==> src/hdl/psw_fifo.sv <==
module psw_fifo #(
    parameter int WIDTH = 48
) (
    input  logic             clk,
    input  logic             rst_n,
    input  logic             push,
    input  logic [WIDTH-1:0] push_data,
    output logic             full,
    output logic             nonempty,
    input  logic             pop,
    output logic [WIDTH-1:0] pop_data
);
    logic [WIDTH-1:0] slot_reg [2];
    logic             wptr_reg, wptr_next;
    logic             rptr_reg, rptr_next;
    logic [1:0]       count_reg, count_next;

    assign full     = (count_reg == 2'd2);
    assign nonempty = (count_reg != 2'd0);
    assign pop_data = slot_reg[rptr_reg];

    always_comb
    begin
        wptr_next  = wptr_reg;
        rptr_next  = rptr_reg;
        count_next = count_reg;
        if (push && !full)
        begin
            wptr_next = ~wptr_reg;
        end
        if (pop && nonempty)
        begin
            rptr_next = ~rptr_reg;
        end
        case ({push && !full, pop && nonempty})
            2'b10:   count_next = count_reg + 2'd1;
            2'b01:   count_next = count_reg - 2'd1;
            default: count_next = count_reg;
        endcase
    end

    always_ff @(posedge clk or negedge rst_n)
    begin
        if (!rst_n)
        begin
            wptr_reg  <= 1'b0;
            rptr_reg  <= 1'b0;
            count_reg <= 2'd0;
        end
        else
        begin
            wptr_reg  <= wptr_next;
            rptr_reg  <= rptr_next;
            count_reg <= count_next;
        end
    end

    always_ff @(posedge clk)
    begin
        if (push && !full)
        begin
            slot_reg[wptr_reg] <= push_data;
        end
    end
endmodule

==> config.mk <==
export PLATFORM = sky130hd
export DESIGN_NAME = psw_fifo
export DESIGN_NICKNAME = d
export VERILOG_FILES = /design/src/hdl/psw_fifo.sv
export SDC_FILE = /design/constraint.sdc
export NUM_CORES = 1
export LEC_CHECK = 0
export BUFFER_PORTS_ARGS = -buffer_cell sky130_fd_sc_hd__buf_2
export CAP_MARGIN = 5
export CORE_MARGIN = 2
export CORE_UTILIZATION = 55
export DETAILED_ROUTE_END_ITERATION = 7
export PLACE_DENSITY = 0.87
export SLEW_MARGIN = 20
export SYNTH_ARGS = -nofsm -noshare
export SYNTH_HDL_FRONTEND = slang
export SYNTH_SLANG_ARGS = --single-unit
==> constraint.sdc <==
create_clock -name clk -period 5.75 [get_ports clk]
set_input_delay 1.15 -clock clk [delete_from_list [all_inputs] [get_ports clk]]
set_output_delay 1.15 -clock clk [all_outputs]
set_load 0.03 [all_outputs]
==> summary.md <==
| Metric | Value |
|---|---|
| CTS tree | `built` |
| Fin nets | `328` |
| Final HPWL DP | `3790 um` |
| Worst hold path type | `flop to flop` |
| Synth-to-Final Area Change | `20.7%` |
| Drt total wl | `~5900 um` |
| Endpoints failing hold | `0` |
| Global route hottest layer | `met2` |
| Congestion Overflow GR | `0` |
| Status | `finished clean` |
| Initial Util | `between 50% and 60%` |
| Vias in the first global route | `around 1,900` |
| Final Max Slew Viols | `0` |
| Worst setup path start | `rptr_reg$_DFFE_PN0P_` |
| Post-cts resize count | `0` |
| FF-to-FF path depth | `4` |
| Row count | `29` |
| CP required | `4.60 ns` |
| Final Non-Filler Cells | `357` |
| Drt via density | `5.17` |
| Root Driver | `clkbuf_8` |
| Clock transition at path regs | `0.08 ns` |
| Die Wd | `86.1 um` |
| Die Height | `86.1 um` |
| PortBufs | `101` |
| Post-Syn Instances | `roughly 170` |
| Syn_area_per_cell | `around 22 um2` |
| Crit path DAT | `around 1.9 ns` |
| Final core occ | `69.7%` |
| Mapped Area | `0.00371 mm2` |
| Largest register FFs | `96` |
| RSZ-0062 raised after global routing | `no` |
| Overall Power | `2410 uW` |
| Total GRT Usage | `16.6%` |
| Pleak | `0.00172 uW` |
| Reg2reg start | `count_reg[0]$_DFFE_PN0P_` |
| Pwr Density | `539 mW/mm2` |
| DR DRC count | `0` |
| CTS buffer count | `9` |
| Largest net degree at the start of global routing | `50` |
| Avg WL per Cell | `16.4 um` |
| Drt first pass iters | `4` |
| Period minus WS final | `between 3 and 4 ns` |
| Element type at the critical path start | `flop` |
| DIE AREA | `0.00742 mm2` |
| F_max | `approximately 330 MHz` |
| Worst Path Max Fanout | `49` |
| Max VDD drop | `0.362 mV` |
| Hold_buf cts | `0` |
| Met2 usage | `27.1%` |
| Vias | `1,847` |
| Post-synthesis sequential area ratio | `80.4%` |
| Max Cap Viol | `0` |
| Num ports | `102` |
| Flop-to-flop setup slack | `3.58 ns` |
| Setup_tns | `0 ns` |
| CP Capture Type | `output pin` |
| Share of layout cells above drive strength 1 | `approximately three fifths` |
| GP Congestion | `0.685` |
| Syn nets | `220` |
| R2r endpoint | `slot_reg[0][45]$_DFFE_PP_` |
| H-tree depth | `3` |
| Setup WS pre-CTS | `2.92 ns` |
| Synth cell types | `17` |
| Setup bufs post-CTS | `0` |
| Period utilisation layout | `52.5%` |
| Clock Skews | `0.00582 ns` |
| Worst-case clock buffer depth | `2` |
| Max_slew headroom | `between 40% and 50%` |
| Hold path cells | `1` |
| CORE AREA | `0.00642 mm2` |
| Synth Register Bits | `100` |
| Antenna diodes | `0` |
| Clock latency on the worst-skew pair | `0.35 ns` |
| Critical path class | `flop to output pin` |
| First-pass GRT wire length | `roughly 9000 um` |
| Final setup violation count | `0` |
| Dpl cells | `around 340` |
| Antenna Nets Post-Route | `0` |
| Initial antenna violation count | `0` |
| Met1 usage | `19.3%` |
| Hold Crit Start | `count_reg[1]$_DFFE_PN0P_` |
| Fillcell total | `416` |
| Grt met3 use | `8.66%` |
| Tightest Pin Transition | `0.825 ns` |
| Drt first-iter violations | `70` |
| Yosys warnings | `0` |
| Hold EP | `count_reg[1]$_DFFE_PN0P_` |
| Worst setup margin | `about 2.7 ns` |
| CTS sink cnt | `100` |
## worst max path at each step
stage / end / slack [ns] / depth (start not counted)
CTS: pop_data[9] / 2.70 / 2
global route: pop_data[9] / 2.64 / 2
finish: pop_data[9] / 2.73 / 2
detailed placement: slot_reg[0][42]$_DFFE_PP_ / 2.92 / 4
global placement: pop_data[9] / 2.80 / 2
floorplan: slot_reg[0][0]$_DFFE_PP_ / 2.04 / 2
## metrics by stage
| step | hold slack (ns) | area, um2 |
|---|---|---|
| floorplan | 0.457 | 3710 |
| CTS | 0.503 | 4470 |
| finish | 0.503 | 4480 |
| global placement | 0.473 | 4280 |
| detailed placement | 0.491 | 4280 |
| global route | 0.551 | 4480 |
## where the power goes
group	leakage (uW)	total (uW)	internal (uW)	switching, uW
Sequential	0.000937	1110	999	116
Clock	0.0000979	430	204	226
Combinational	0.000686	869	331	538
Total	0.00172	2410	1530	879
## layout make-up
type,count,area [um2],area share [%]
clock buffer,11,131,2.93
clock inverter,5,61.3,1.37
inverter,1,3.75,0.0838
multi-input combinational,61,686,15.3
sequential,100,2990,66.7
tap,77,96.3,2.15
timing repair buffer,102,513,11.5
## cells in the final DEF, fill, tap and decap left out
cell / synthesis / routed
buf_2: 0 / 101
edfxtp_1: 96 / 96
mux2_2: 38 / 38
mux2_4: 10 / 10
clkbuf_8: 0 / 9
xnor2_1: 3 / 3
dfrtp_1: 4 / 3
xor2_1: 2 / 2
clkinv_4: 0 / 2
clkbuf_1: 0 / 2
or2_2: 1 / 1
and2_4: 1 / 1
nand2b_1: 1 / 1
inv_1: 1 / 1
and3_4: 0 / 1
nand2_1: 1 / 1
nor2_4: 0 / 1
nor2_1: 2 / 1
ha_1: 1 / 1
bufinv_16: 0 / 1
inv_6: 0 / 1
clkinv_2: 0 / 1
buf_4: 3 / 1
dfrtp_4: 0 / 1
## kinds of logic after synthesis
group	Yosys count	synth area share, %
flip-flops	100	80.4
multiplexers	48	15.6
XOR/XNOR	5	1.18
buffers and inverters	6	1.42
adder cells (fa/ha/maj)	1	0.337
AND/OR/NAND/NOR	7	1.05
## Yosys cell counts, drive strengths merged
master,n,share of area (%)
edfxtp,96,78
mux2,48,16
buf,5,1.3
dfrtp,4,2.7
xnor2,3,0.71
nor2,2,0.20
xor2,2,0.47
and2,1,0.24
and3,1,0.17
ha,1,0.34
inv,1,0.10
nand2,1,0.10
nand2b,1,0.17
or2,1,0.17
## critical path, cell delays in order (launching register included)
cell and delay (ns):
dfrtp_4 0.91, mux2_2 0.43, buf_2 0.18
## metal layers
layer | part of all wire (%) | routed length, um
met5 | 0 | 0
met4 | 0.85 | 50
met3 | 10 | 583
met2 | 49 | 2850
met1 | 41 | 2370
Note: power is estimated with default switching activity, not from simulation.
