### config.mk
export PLATFORM = sky130hd
export DESIGN_NAME = psw_front_flat
export DESIGN_NICKNAME = d
export VERILOG_FILES = /design/src/hdl/psw_pkg.sv /design/src/hdl/psw_if.sv /design/src/hdl/psw_front.sv /design/src/flat_wrapper.sv
export SDC_FILE = /design/constraint.sdc
export NUM_CORES = 1
export LEC_CHECK = 0
export ABC_AREA = 1
export ABC_CLOCK_PERIOD_IN_PS = 3800
export BUFFER_PORTS_ARGS = -buffer_cell sky130_fd_sc_hd__buf_2
export CAP_MARGIN = 20
export CELL_PAD_IN_SITES_DETAIL_PLACEMENT = 0
export CELL_PAD_IN_SITES_GLOBAL_PLACEMENT = 2
export CORE_ASPECT_RATIO = 0.7
export CORE_UTILIZATION = 31
export CTS_BUF_LIST = sky130_fd_sc_hd__clkbuf_4 sky130_fd_sc_hd__clkbuf_8
export DETAILED_ROUTE_END_ITERATION = 10
export PLACE_DENSITY = 0.82
export SKIP_CTS_REPAIR_TIMING = 1
export SYNTH_ARGS = -nofsm -noshare
export SYNTH_HDL_FRONTEND = slang
export SYNTH_SLANG_ARGS = --single-unit
### constraint.sdc
create_clock -name clk -period 3.8 [get_ports clk]
set_clock_uncertainty 0.1 [all_clocks]
set_input_delay 0.57 -clock clk [delete_from_list [all_inputs] [get_ports clk]]
set_output_delay 0.57 -clock clk [all_outputs]
set_load 0.02 [all_outputs]
### src/hdl/psw_pkg.sv
package psw_pkg;

    typedef enum logic [1:0] {
        VERDICT_ACCEPT    = 2'd0,
        VERDICT_FULL      = 2'd1,
        VERDICT_RATE      = 2'd2
    } verdict_t;

    typedef enum logic [2:0] {
        REG_CAPACITY      = 3'd0,
        REG_WINDOW_LENGTH = 3'd1,
        REG_WINDOW_LIMIT  = 3'd2,
        REG_DRAIN_RATE    = 3'd3,
        REG_SAMPLE_INT    = 3'd4
    } reg_index_t;

    typedef enum logic [1:0] {
        F_IDLE,
        F_DIV,
        F_PUSH
    } front_state_t;

    typedef enum logic [2:0] {
        B_IDLE,
        B_DREAD,
        B_DCMP,
        B_WREAD,
        B_WCMP,
        B_EMIT
    } back_state_t;

    typedef struct packed {
        logic [6:0]  capacity_in_use;
        logic [31:0] window_length;
        logic [6:0]  window_limit;
        logic [31:0] sample_interval;
    } cfg_t;

    localparam logic [6:0]  RST_CAPACITY     = 7'd64;
    localparam logic [31:0] RST_WINDOW_LEN   = 32'd1000;
    localparam logic [6:0]  RST_WINDOW_LIMIT = 7'd64;
    localparam logic [15:0] RST_DRAIN_RATE   = 16'd1;
    localparam logic [31:0] RST_SAMPLE_INT   = 32'd50;

endpackage

### src/hdl/psw_if.sv
interface psw_in_if;
    logic        valid;
    logic        ready;
    logic [31:0] arrival_time;
    logic [15:0] packet_bytes;

    modport source (output valid, output arrival_time, output packet_bytes, input ready);
    modport sink (input valid, input arrival_time, input packet_bytes, output ready);
endinterface


### src/hdl/psw_front.sv
module psw_front
    import psw_pkg::*;
#(
    parameter int FRAC_BITS = 16,
    localparam int DIVW = 16 + FRAC_BITS
) (
    input  logic            clk,
    input  logic            rst_n,
    input  logic [15:0]     drain_rate,
    psw_in_if.sink          pkt_in,
    output logic            push,
    output logic [31:0]     arrival,
    output logic [DIVW-1:0] duration,
    input  logic            fifo_full
);
    localparam int CNTW = $clog2(DIVW + 1);

    front_state_t    state_reg, state_next;
    logic [31:0]     arr_reg, arr_next;
    logic [DIVW-1:0] quo_reg, quo_next;
    logic [15:0]     rem_reg, rem_next;
    logic [CNTW-1:0] cnt_reg, cnt_next;
    logic [15:0]     divisor;
    logic [16:0]     trial;
    logic            ge;

    // zero rate divides as one
    assign divisor  = (drain_rate == 16'd0) ? 16'd1 : drain_rate;
    assign trial    = {rem_reg, quo_reg[DIVW-1]};
    assign ge       = (trial >= {1'b0, divisor});
    assign arrival  = arr_reg;
    assign duration = quo_reg;

    always_comb
    begin
        state_next   = state_reg;
        arr_next     = arr_reg;
        quo_next     = quo_reg;
        rem_next     = rem_reg;
        cnt_next     = cnt_reg;
        pkt_in.ready = 1'b0;
        push         = 1'b0;
        case (state_reg)
            F_IDLE:
            begin
                pkt_in.ready = 1'b1;
                if (pkt_in.valid)
                begin
                    arr_next   = pkt_in.arrival_time;
                    quo_next   = DIVW'(pkt_in.packet_bytes) << FRAC_BITS;
                    rem_next   = 16'd0;
                    cnt_next   = '0;
                    state_next = F_DIV;
                end
            end
            F_DIV:
            begin
                // one quotient bit per cycle
                quo_next = {quo_reg[DIVW-2:0], ge};
                rem_next = ge ? 16'(trial - {1'b0, divisor}) : trial[15:0];
                cnt_next = cnt_reg + 1'b1;
                if (cnt_reg == CNTW'(DIVW - 1))
                begin
                    state_next = F_PUSH;
                end
            end
            F_PUSH:
            begin
                if (!fifo_full)
                begin
                    push       = 1'b1;
                    state_next = F_IDLE;
                end
            end
            default: state_next = F_IDLE;
        endcase
    end

    always_ff @(posedge clk or negedge rst_n)
    begin
        if (!rst_n)
        begin
            state_reg <= F_IDLE;
            cnt_reg   <= '0;
        end
        else
        begin
            state_reg <= state_next;
            cnt_reg   <= cnt_next;
        end
    end

    always_ff @(posedge clk)
    begin
        arr_reg <= arr_next;
        quo_reg <= quo_next;
        rem_reg <= rem_next;
    end
endmodule

### src/flat_wrapper.sv
// flat-port wrapper written by rule: the top's interface ports become plain ports
module psw_front_flat import psw_pkg::*;
#(
    parameter int FRAC_BITS = 16,
    localparam int DIVW = 16 + FRAC_BITS
)
  (clk, rst_n, drain_rate, push, arrival, duration, fifo_full, pkt_in_valid, pkt_in_arrival_time, pkt_in_packet_bytes, pkt_in_ready);
  psw_in_if pkt_in_i ();
  input  logic clk;
  input  logic rst_n;
  input  logic [15:0] drain_rate;
  output logic push;
  output logic [31:0] arrival;
  output logic [DIVW-1:0] duration;
  input  logic fifo_full;
  input wire logic [$bits(pkt_in_i.valid)-1:0] pkt_in_valid;
  input wire logic [$bits(pkt_in_i.arrival_time)-1:0] pkt_in_arrival_time;
  input wire logic [$bits(pkt_in_i.packet_bytes)-1:0] pkt_in_packet_bytes;
  output wire logic [$bits(pkt_in_i.ready)-1:0] pkt_in_ready;
  assign pkt_in_i.valid = pkt_in_valid;
  assign pkt_in_i.arrival_time = pkt_in_arrival_time;
  assign pkt_in_i.packet_bytes = pkt_in_packet_bytes;
  assign pkt_in_ready = pkt_in_i.ready;
  psw_front #(.FRAC_BITS(FRAC_BITS)) u_core (.clk(clk), .rst_n(rst_n), .drain_rate(drain_rate), .pkt_in(pkt_in_i), .push(push), .arrival(arrival), .duration(duration), .fifo_full(fifo_full));
endmodule
==> run metrics, run 1 <==
RSZ-0062 raised after global routing no; TritonCTS clock tree done; Placed Instance Area 5570 um2; setup ws final 1.06 ns; post-DP HPWL 9420 um; area grow syn2layout 23.5%; Worst Setup End Kind flip-flop; Clock Power Share 0.136; Synth Instances 528; Fin. Hold Viols 0; Iteration-0 DRC Markers 203; Slew Limit Fails 0; gr usage total 0.161; largest net degree at the start of global routing 40; Critical Path RT 3.83 ns; core area 14700 um2; Hold Path Class input port to flip-flop; Max Fanout on Critical Path 13; Clock Latency Late Sink 0.36 ns; number of routed nets with antenna violations 0; most common cell after layout, fill and taps aside nand2_1; Tcrit/Tclk final 0.721; Netlist cell types 30; PortBufs 133; worst-margin pin slew 0.786 ns; Switching Power 2.17 mW; Die ar. 15600 um2; share of layout cells above drive strength 1 0.280; delay-heaviest family, CP simple AND/OR/NAND/NOR gates; Flop pwr share 0.367; vias per std cell 4.34; Starting Density 0.318; GPL Wtd Cong 0.801; hold slack 0.271 ns; max cap viols 0; post-route setup TNS 0 ns; initial antenna violation count 0; final setup vio count 0; status finished, final reports clean; Max Root-Sink Buffers 2; crit path DAT 2.77 ns; Final Cell Area 5780 um2; Worst-path clk slew 0.11 ns; Reg area 2600 um2; Cell Area, Synth 4680 um2; Seq cells post-synth 88; Seq/Total Area, Yosys 0.556; Num Clock Sinks 88; syn nets 614; multi-input logic area 1640 um2; Mean Syn Cell Area 8.86 um2; number of nets in the layout 755; grt total ovfl 0; Ys Warns 0; WL per Instance 14.1 um; Yosys top cell by area edfxtp_1; Combinational Power Share 0.498; antenna cells 0; TritonCTS Buffers 9; Synth top area share 0.514; Ports 134; critical path's slowest cell nor4_1; top cells by area, synth edfxtp_1 51%, nand2_1 14%, inv_1 7.0%; Rel. slew slack 0.475; most frequent cells in the layout 170 x nand2_1, 133 x buf_2, 86 x inv_1; htree depth 3; FILL cells 1551; final WL 12300 um; vias 3775; die width 149 um; DRC viols 0; switch share 0.452; critical path buffer and inverter count 2; Pre-antenna DRT Iters 4; height of the chip 105 um; Critical Path Source Type input port; P_leak 2.94 nW; Worst path most repeated cell nand2_1; Pwr Density 831 nW/um2; CTS Root Buffer Type clkbuf_8; slowest stage delay, CP 0.51 ns; worst setup path class input port to flip-flop; row count 37; peak supply drop 0.291 mV; pre-CTS setup slack 0.619 ns; first-pass GRT wire length 19200 um; P_int 2.63 mW; vias in the first global route 3628; Max Freq 365 MHz; Tmin final 2.74 ns; cells along the critical path buf_2 > nor4_1 > nand4_1 > nand2_1 > ha_1 > nand2_1 > nor3_1 > nand2_1 > nor2_2 > nor2_2 > nand2_4 > inv_2 > nor2_1 > nor2_1
stage by stage:
stage | power [mW] | std cells | utilization
after floorplan | 3.51 | 528 | -
after global placement | 4.16 | 852 | 0.378
after detailed placement | 4.18 | 852 | 0.378
after CTS | 4.86 | 868 | 0.392
after global routing | 5.24 | 869 | 0.392
final | 4.80 | 869 | 0.392
worst register-to-register path: cells and delay by family (launching register included):
| family | cells | cell delay [ns] |
|---|---|---|
| AND/OR/NAND/NOR | 8 | 1.13 |
| flip-flops | 1 | 0.45 |
| buffers and inverters | 1 | 0.18 |
| adder cells (fa/ha/maj) | 1 | 0.47 |
kinds of logic after synthesis:
kind of cell             Yosys count  synth area share
AND/OR/NAND/NOR                  295             0.272
buffers and inverters            106            0.0926
flip-flops                        88             0.556
adder cells (fa/ha/maj)           18            0.0498
AO/OA/AOI/OAI                     15            0.0182
XOR/XNOR                           6            0.0112
layout make-up:
type	count	share of cell area
inverter	94	0.0611
tap	195	0.0422
timing repair buffer	142	0.127
clock buffer	9	0.0214
clock inverter	7	0.0130
sequential	88	0.450
multi-input combinational	334	0.285
per-layer routing:
| layer | track usage | part of all wire |
|---|---|---|
| met4 | 0.0372 | 0.0088 |
| met5 | 0 | 0 |
| met2 | 0.233 | 0.40 |
| met1 | 0.241 | 0.51 |
| met3 | 0.0380 | 0.083 |
Yosys cell counts:
master	number
nand4_1	6
edfxtp_1	80
nand3_1	19
o22ai_1	2
nand2_1	170
ha_1	17
nor3_2	1
nor3_1	3
nor2_2	12
or2_1	1
nor2_1	59
clkbuf_1	4
o21ai_0	6
nand2_4	1
inv_2	6
nand2_2	7
a21oi_1	5
nand3_2	2
inv_1	87
nand3b_1	8
and2_1	2
fa_1	1
a22o_1	1
dfrtp_1	8
a21oi_2	1
clkinv_1	1
nor4_1	4
buf_6	4
xor2_1	6
buf_2	4
worst paths after layout:
| kind | start | endpoint | slack (ns) | depth (start not counted) |
|---|---|---|---|---|
| hold reg to reg | u_core.cnt_reg[1] | u_core.cnt_reg[1] | 0.44 | 1 |
| setup / recovery | drain_rate[5] | u_core.rem_reg[15] | 1.06 | 14 |
| max in group asynchronous | rst_n | u_core.cnt_reg[2] | 2.95 | 2 |
| hold / removal | pkt_in_arrival_time[2] | u_core.arrival[2] | 0.27 | 1 |
| setup reg to reg | u_core.rem_reg[12] | u_core.rem_reg[15] | 1.22 | 10 |
| min in group asynchronous | rst_n | u_core.state_reg[1] | 0.47 | 2 |
power groups by stage:
stage	clock network (mW)	logic (mW)	registers [mW]
floorplan	0	1.49	2.02
global placement	0	2.38	1.78
detailed placement	0	2.40	1.79
CTS	0.682	2.41	1.77
global route	0.717	2.71	1.80
finish	0.652	2.39	1.76
Power figures use the tool's default switching activity.
==> run 2, diff against run 1 <==
--- a/config.mk
+++ b/config.mk
@@ -6,16 +6,16 @@
 export NUM_CORES = 1
 export LEC_CHECK = 0
 export ABC_AREA = 1
-export ABC_CLOCK_PERIOD_IN_PS = 3800
+export ABC_CLOCK_PERIOD_IN_PS = 2350
 export BUFFER_PORTS_ARGS = -buffer_cell sky130_fd_sc_hd__buf_2
 export CAP_MARGIN = 20
 export CELL_PAD_IN_SITES_DETAIL_PLACEMENT = 0
 export CELL_PAD_IN_SITES_GLOBAL_PLACEMENT = 2
 export CORE_ASPECT_RATIO = 0.7
-export CORE_UTILIZATION = 31
+export CORE_UTILIZATION = 28
 export CTS_BUF_LIST = sky130_fd_sc_hd__clkbuf_4 sky130_fd_sc_hd__clkbuf_8
 export DETAILED_ROUTE_END_ITERATION = 10
-export PLACE_DENSITY = 0.82
+export PLACE_DENSITY = 0.78
 export SKIP_CTS_REPAIR_TIMING = 1
 export SYNTH_ARGS = -nofsm -noshare
 export SYNTH_HDL_FRONTEND = slang
==> constraint.sdc (replaced) <==
create_clock -name clk -period 2.35 [get_ports clk]
set_clock_uncertainty 0.1 [all_clocks]
set_input_delay 0.3525 -clock clk [delete_from_list [all_inputs] [get_ports clk]]
set_output_delay 0.3525 -clock clk [all_outputs]
set_load 0.02 [all_outputs]
==> run 2 against run 1 <==
Compared with the run above:
- final area rose by 7.3%
- total power increased by 76%
- clock power rose by 100%
- combinational power increased by 77%
- critical path depth is 1 lower
- sequential cell count unchanged
- non-clock buffer count increased by 22
- register-to-register slack lost 1.1 ns
- critical endpoint is now u_core.rem_reg[9]
- highest routed layer unchanged
==> run metrics, run 2 (synthesized netlist as in run 1, its figures left out) <==
post-DP HPWL 9450 um (+0.37%); worst-margin pin slew 0.467 ns (-0.319 ns); htree depth 3 (unchanged); antenna cells 0 (unchanged); multi-input logic area 1790 um2 (+8.8%); largest net degree at the start of global routing 39 (-2.5%); core area 16300 um2 (+11%); height of the chip 110 um (+5.1%); CTS Root Buffer Type clkbuf_8; GRT busiest layer met2; DRC viols 0 (unchanged); Rel. slew slack 0.688 (+0.213); setup ws final 0.161 ns (-0.898 ns); P_leak 3.07 nW (+4.4%); pre-CTS setup slack -0.240 ns (-0.859 ns); Iteration-0 DRC Markers 207 (+2.0%); Worst-path clk slew 0.10 ns (about the same); gr usage total 0.150 (-0.0112); crit path DAT 2.22 ns (-0.55 ns); Tcrit/Tclk final 0.932; Hold Path Class input port to flip-flop; most common cell after layout, fill and taps aside nand2_1; M2 GR Usage 0.220 (-0.0130); GPL Wtd Cong 0.790 (-1.4%); FILL cells 1726 (+11%); WL per Instance 13.4 um (-5.2%); Worst Setup End Kind flip-flop; status finished, final reports clean; Die ar. 17200 um2 (+11%); Critical Path RT 2.39 ns (-1.44 ns); area grow syn2layout 32.5%; Num Clock Sinks 88 (unchanged); Clock Latency Late Sink 0.36 ns (about the same); peak supply drop 0.548 mV (+88%); Design Power 8.43 mW (+76%); final setup vio count 0 (unchanged); number of routed nets with antenna violations 0 (unchanged); initial antenna violation count 1 (+1); number of nets in the layout 777 (+2.9%); share of layout cells above drive strength 1 0.332 (+0.0515); vias 3821 (+1.2%); TritonCTS Buffers 9 (unchanged); Fin. Hold Viols 0 (unchanged); row count 39 (+5.4%); TritonCTS clock tree done; Ports 134 (unchanged); first-pass GRT wire length 19800 um (+3.1%); Reg area 2600 um2 (unchanged); Critical Path Source Type flip-flop; max cap viols 0 (unchanged); Pwr Density 1360 nW/um2 (+64%); Max Freq 457 MHz; final WL 12300 um (+0.51%); Max Root-Sink Buffers 2 (unchanged); Starting Density 0.287 (-0.0307); Slew Limit Fails 0 (unchanged); Pre-antenna DRT Iters 4 (unchanged); vias in the first global route 3950 (+8.9%); worst setup path class flip-flop to flip-flop; PortBufs 133 (unchanged); GR Util met3 0.0536 (+0.0156); Tmin final 2.19 ns; vias per std cell 4.15 (-4.5%); Max Fanout on Critical Path 12 (-1); Core Util, Final 0.380 (-0.0122); die width 156 um (+5.2%); most frequent cells in the layout 168 x nand2_1, 133 x buf_2, 85 x inv_1; met1 usage 0.211 (-0.0304); grt total ovfl 0 (unchanged); RSZ-0062 raised after global routing no
-- run 2: cell types whose count changed in the layout (fill, tap and decap cells not counted), sizes merged --
| cell | change |
|---|---|
| clkinvlp | +2 |
| clkbuf | +1 |
| clkinv | -2 |
| inv | -4 |
| bufinv | +3 |
| buf | +22 |
-- run 2: final timing paths --
| check | to | startpoint | cells past startpoint | slack, ns |
|---|---|---|---|---|
| min in group asynchronous | u_core.cnt_reg[0] | rst_n | 2 | 0.26 |
| worst min-delay path | u_core.arrival[12] | pkt_in_arrival_time[12] | 1 | 0.06 |
| worst max-delay path | u_core.rem_reg[9] | u_core.rem_reg[7] | 13 | 0.16 |
| worst max register to register | u_core.rem_reg[9] | u_core.rem_reg[7] | 13 | 0.16 |
| max in group asynchronous | u_core.cnt_reg[4] | rst_n | 2 | 1.72 |
| worst min register to register | u_core.cnt_reg[1] | u_core.cnt_reg[1] | 1 | 0.44 |
-- run 2: through the flow --
stage	instances	hold WS [ns]	area (um2)	TNS (ns)
2_1_floorplan	528	-0.0431	4700	-9.10
3_3_place_gp	904	0.107	5800	-2.27
3_5_place_dp	904	0.118	5800	-3.41
4_1_cts	920	-0.291	6050	0
5_1_grt	921	0.0350	6200	0
6_report	921	0.0605	6200	0
-- run 2: cell type report --
class,count,area share
Multi-Input combinational cell,334,0.289
Timing Repair Buffer,164,0.147
Tap cell,225,0.0454
Sequential cell,88,0.420
Clock buffer,10,0.0212
Inverter,94,0.0585
Clock inverter,6,0.0190
-- run 2: layer usage --
metal,vias to the layer above,part of all wire
met5,-,0
met4,0,0.0083
met3,9,0.073
met2,93,0.41
met1,1735,0.50
li1,1984,-
-- run 2: report_power, final --
group	internal (mW)	leakage (nW)	switching [mW]
Clock	0.729	0.122	0.600
Sequential	2.55	0.904	0.330
Combinational	1.57	2.04	2.66
Total	4.85	3.07	3.59
-- run 2: critical path, cell delays in order, from the launching register on --
cell	delay, ns
edfxtp_1	0.42
ha_1	0.40
nand2_2	0.09
inv_2	0.06
nand2_2	0.06
nor2_2	0.15
inv_1	0.07
nor2_2	0.15
nor2_4	0.06
nand2_4	0.08
buf_12	0.14
nand2_1	0.06
nand2_1	0.07
nor2_1	0.04
==> run 3, diff against run 2 <==
--- a/config.mk
+++ b/config.mk
@@ -6,16 +6,16 @@
 export NUM_CORES = 1
 export LEC_CHECK = 0
 export ABC_AREA = 1
-export ABC_CLOCK_PERIOD_IN_PS = 2350
-export BUFFER_PORTS_ARGS = -buffer_cell sky130_fd_sc_hd__buf_2
+export ABC_CLOCK_PERIOD_IN_PS = 2630
+export BUFFER_PORTS_ARGS = -buffer_cell sky130_fd_sc_hd__buf_4
 export CAP_MARGIN = 20
 export CELL_PAD_IN_SITES_DETAIL_PLACEMENT = 0
 export CELL_PAD_IN_SITES_GLOBAL_PLACEMENT = 2
 export CORE_ASPECT_RATIO = 0.7
-export CORE_UTILIZATION = 28
+export CORE_UTILIZATION = 34
 export CTS_BUF_LIST = sky130_fd_sc_hd__clkbuf_4 sky130_fd_sc_hd__clkbuf_8
 export DETAILED_ROUTE_END_ITERATION = 10
-export PLACE_DENSITY = 0.78
+export PLACE_DENSITY = 0.89
 export SKIP_CTS_REPAIR_TIMING = 1
 export SYNTH_ARGS = -nofsm -noshare
 export SYNTH_HDL_FRONTEND = slang
==> constraint.sdc (replaced) <==
create_clock -name clk -period 2.63 [get_ports clk]
set_clock_uncertainty 0.1 [all_clocks]
set_input_delay 0.526 -clock clk [delete_from_list [all_inputs] [get_ports clk]]
set_output_delay 0.526 -clock clk [all_outputs]
set_load 0.02 [all_outputs]
==> run 3 against run 2 <==
Compared with the run above:
- via count fell by 0.21%
- die area fell by 17%
- final cell count fell by 5.0%
- first-iteration DRC count rose by 5.8%
- sequential share of layout area fell by 0.68 points
- utilization rose by 9.5 points
- sequential power fell by 11%
- critical path type unchanged
- critical endpoint is now u_core.rem_reg[13]
- largest cell class unchanged
==> run metrics, run 3 (synthesized netlist as in run 1, its figures left out) <==
Worst-path clk slew 0.11 ns (about the same); Worst R2R Setup Slack 0.14 ns (-0.03 ns); Max Root-Sink Buffers 2 (unchanged); most frequent cells in the layout 170 x nand2_1, 154 x buf_4, 85 x inv_1; htree depth 3 (unchanged); non-filler cells in the finished layout 875 (-5.0%); Critical Path RT 2.66 ns (+0.27 ns); height of the chip 100 um (-9.1%); Placed Cells 858 (-5.1%); hold slack 0.214 ns (+0.153 ns); Num Clock Sinks 88 (unchanged); post-route setup TNS 0 ns (unchanged); Fin. Hold Viols 0 (unchanged); beginning of the critical path u_core.rem_reg[12]; Reg2Reg Depth 10 (-3); grt total ovfl 0 (unchanged); Max Fanout on Critical Path 11 (-1); vias in the first global route 3625 (-8.2%); DRC viols 0 (unchanged); setup ws final 0.135 ns (-0.0254 ns); Pwr Density 1160 nW/um2 (-15%); worst-margin pin slew 0.450 ns (-0.0177 ns); share of layout cells above drive strength 1 0.303 (-0.0290); FILL cells 1330 (-23%); Placed Instance Area 6060 um2 (+4.4%); Die ar. 14200 um2 (-17%); Tcrit/Tclk final 0.949 (+0.0169); Ports 134 (unchanged); HP Start pkt_in_arrival_time[11]; core area 13300 um2 (-19%); pre-CTS setup slack -0.448 ns (-0.208 ns); Hold Path Class input port to flip-flop; post-DP HPWL 9580 um (+1.3%); Design Power 7.33 mW (-13%); die width 142 um (-9.1%); area grow syn2layout 34.7%; crit path DAT 2.52 ns (+0.30 ns); Clock Latency Late Sink 0.38 ns (+0.02 ns); first-pass GRT wire length 19100 um (-3.6%); CTS Root Buffer Type clkbuf_8; number of routed nets with antenna violations 0 (unchanged); final setup vio count 0 (unchanged); vias per std cell 4.36 (+5.0%); TritonCTS clock tree done; antenna cells 0 (unchanged); Pre-antenna DRT Iters 4 (unchanged); most common cell after layout, fill and taps aside nand2_1; Iteration-0 DRC Markers 219 (+5.8%); Final Cell Area 6300 um2 (+1.7%); peak supply drop 0.406 mV (-26%); Max Freq 401 MHz (-12%); GPL Wtd Cong 0.854 (+8.1%); final WL 12300 um (about the same); initial antenna violation count 0 (-1); Tmin final 2.49 ns (+0.305 ns); row count 35 (-10%); vias 3813 (-0.21%); Worst Setup EP u_core.rem_reg[13]; largest net degree at the start of global routing 34 (-13%); Core Util, Final 0.475 (+0.0946); R2R Path Start u_core.rem_reg[12]; PortBufs 133 (unchanged); Slew Limit Fails 0 (unchanged); capturing point of the worst reg2reg path u_core.rem_reg[13]; WL per Instance 14.1 um (+5.3%); P_leak 3.13 nW (+2.1%); TritonCTS Buffers 9 (unchanged); worst setup path class flip-flop to flip-flop; max cap viols 0 (unchanged); status finished, final reports clean; Starting Density 0.352 (+0.0655); Worst Setup End Kind flip-flop; RSZ-0062 raised after global routing no; number of nets in the layout 771 (-0.77%); Rel. slew slack 0.700 (+0.0118); gr usage total 0.177 (+0.0268); Critical Path Source Type flip-flop
run 3: metal layers:
layer	wire, um	up-vias	global-route usage
met5	0	-	0
met4	59	0	0.0447
met3	805	5	0.0382
met2	5140	106	0.253
met1	6310	1724	0.269
li1	-	1978	-
run 3: critical path, cell delays in order (launching register included):
cell and delay (ns):
edfxtp_1 0.44, ha_1 0.48, nand2_1 0.18, nor3_1 0.37, nand2_1 0.11, nor2_2 0.11
nor2_2 0.07, nand2_4 0.07, inv_2 0.13, nor2_2 0.13, nor2_1 0.04
run 3: how the worst min path moves through the flow:
stage                     slack [ns]            endpoint  depth (start not counted)
after floorplan                 0.13   u_core.cnt_reg[0]                          0
after global placement          0.25   u_core.cnt_reg[5]                          1
after detailed placement        0.25   u_core.cnt_reg[5]                          1
after CTS                      -0.17   u_core.cnt_reg[4]                          1
after global routing            0.20  u_core.arrival[11]                          1
final                           0.21  u_core.arrival[11]                          1
run 3: layout make-up:
class,instances,area (um2),share of cell area
multi-input combinational,334,1680,0.267
tap,185,231,0.0367
clock buffer,9,124,0.0197
timing repair buffer,158,1230,0.195
sequential,88,2600,0.413
clock inverter,7,75.1,0.0119
inverter,94,360,0.0572
run 3: report_power, final:
part	leakage [nW]	internal, mW	switching [mW]
Sequential	0.904	2.28	0.277
Clock	0.0981	0.374	0.566
Combinational	2.13	1.47	2.37
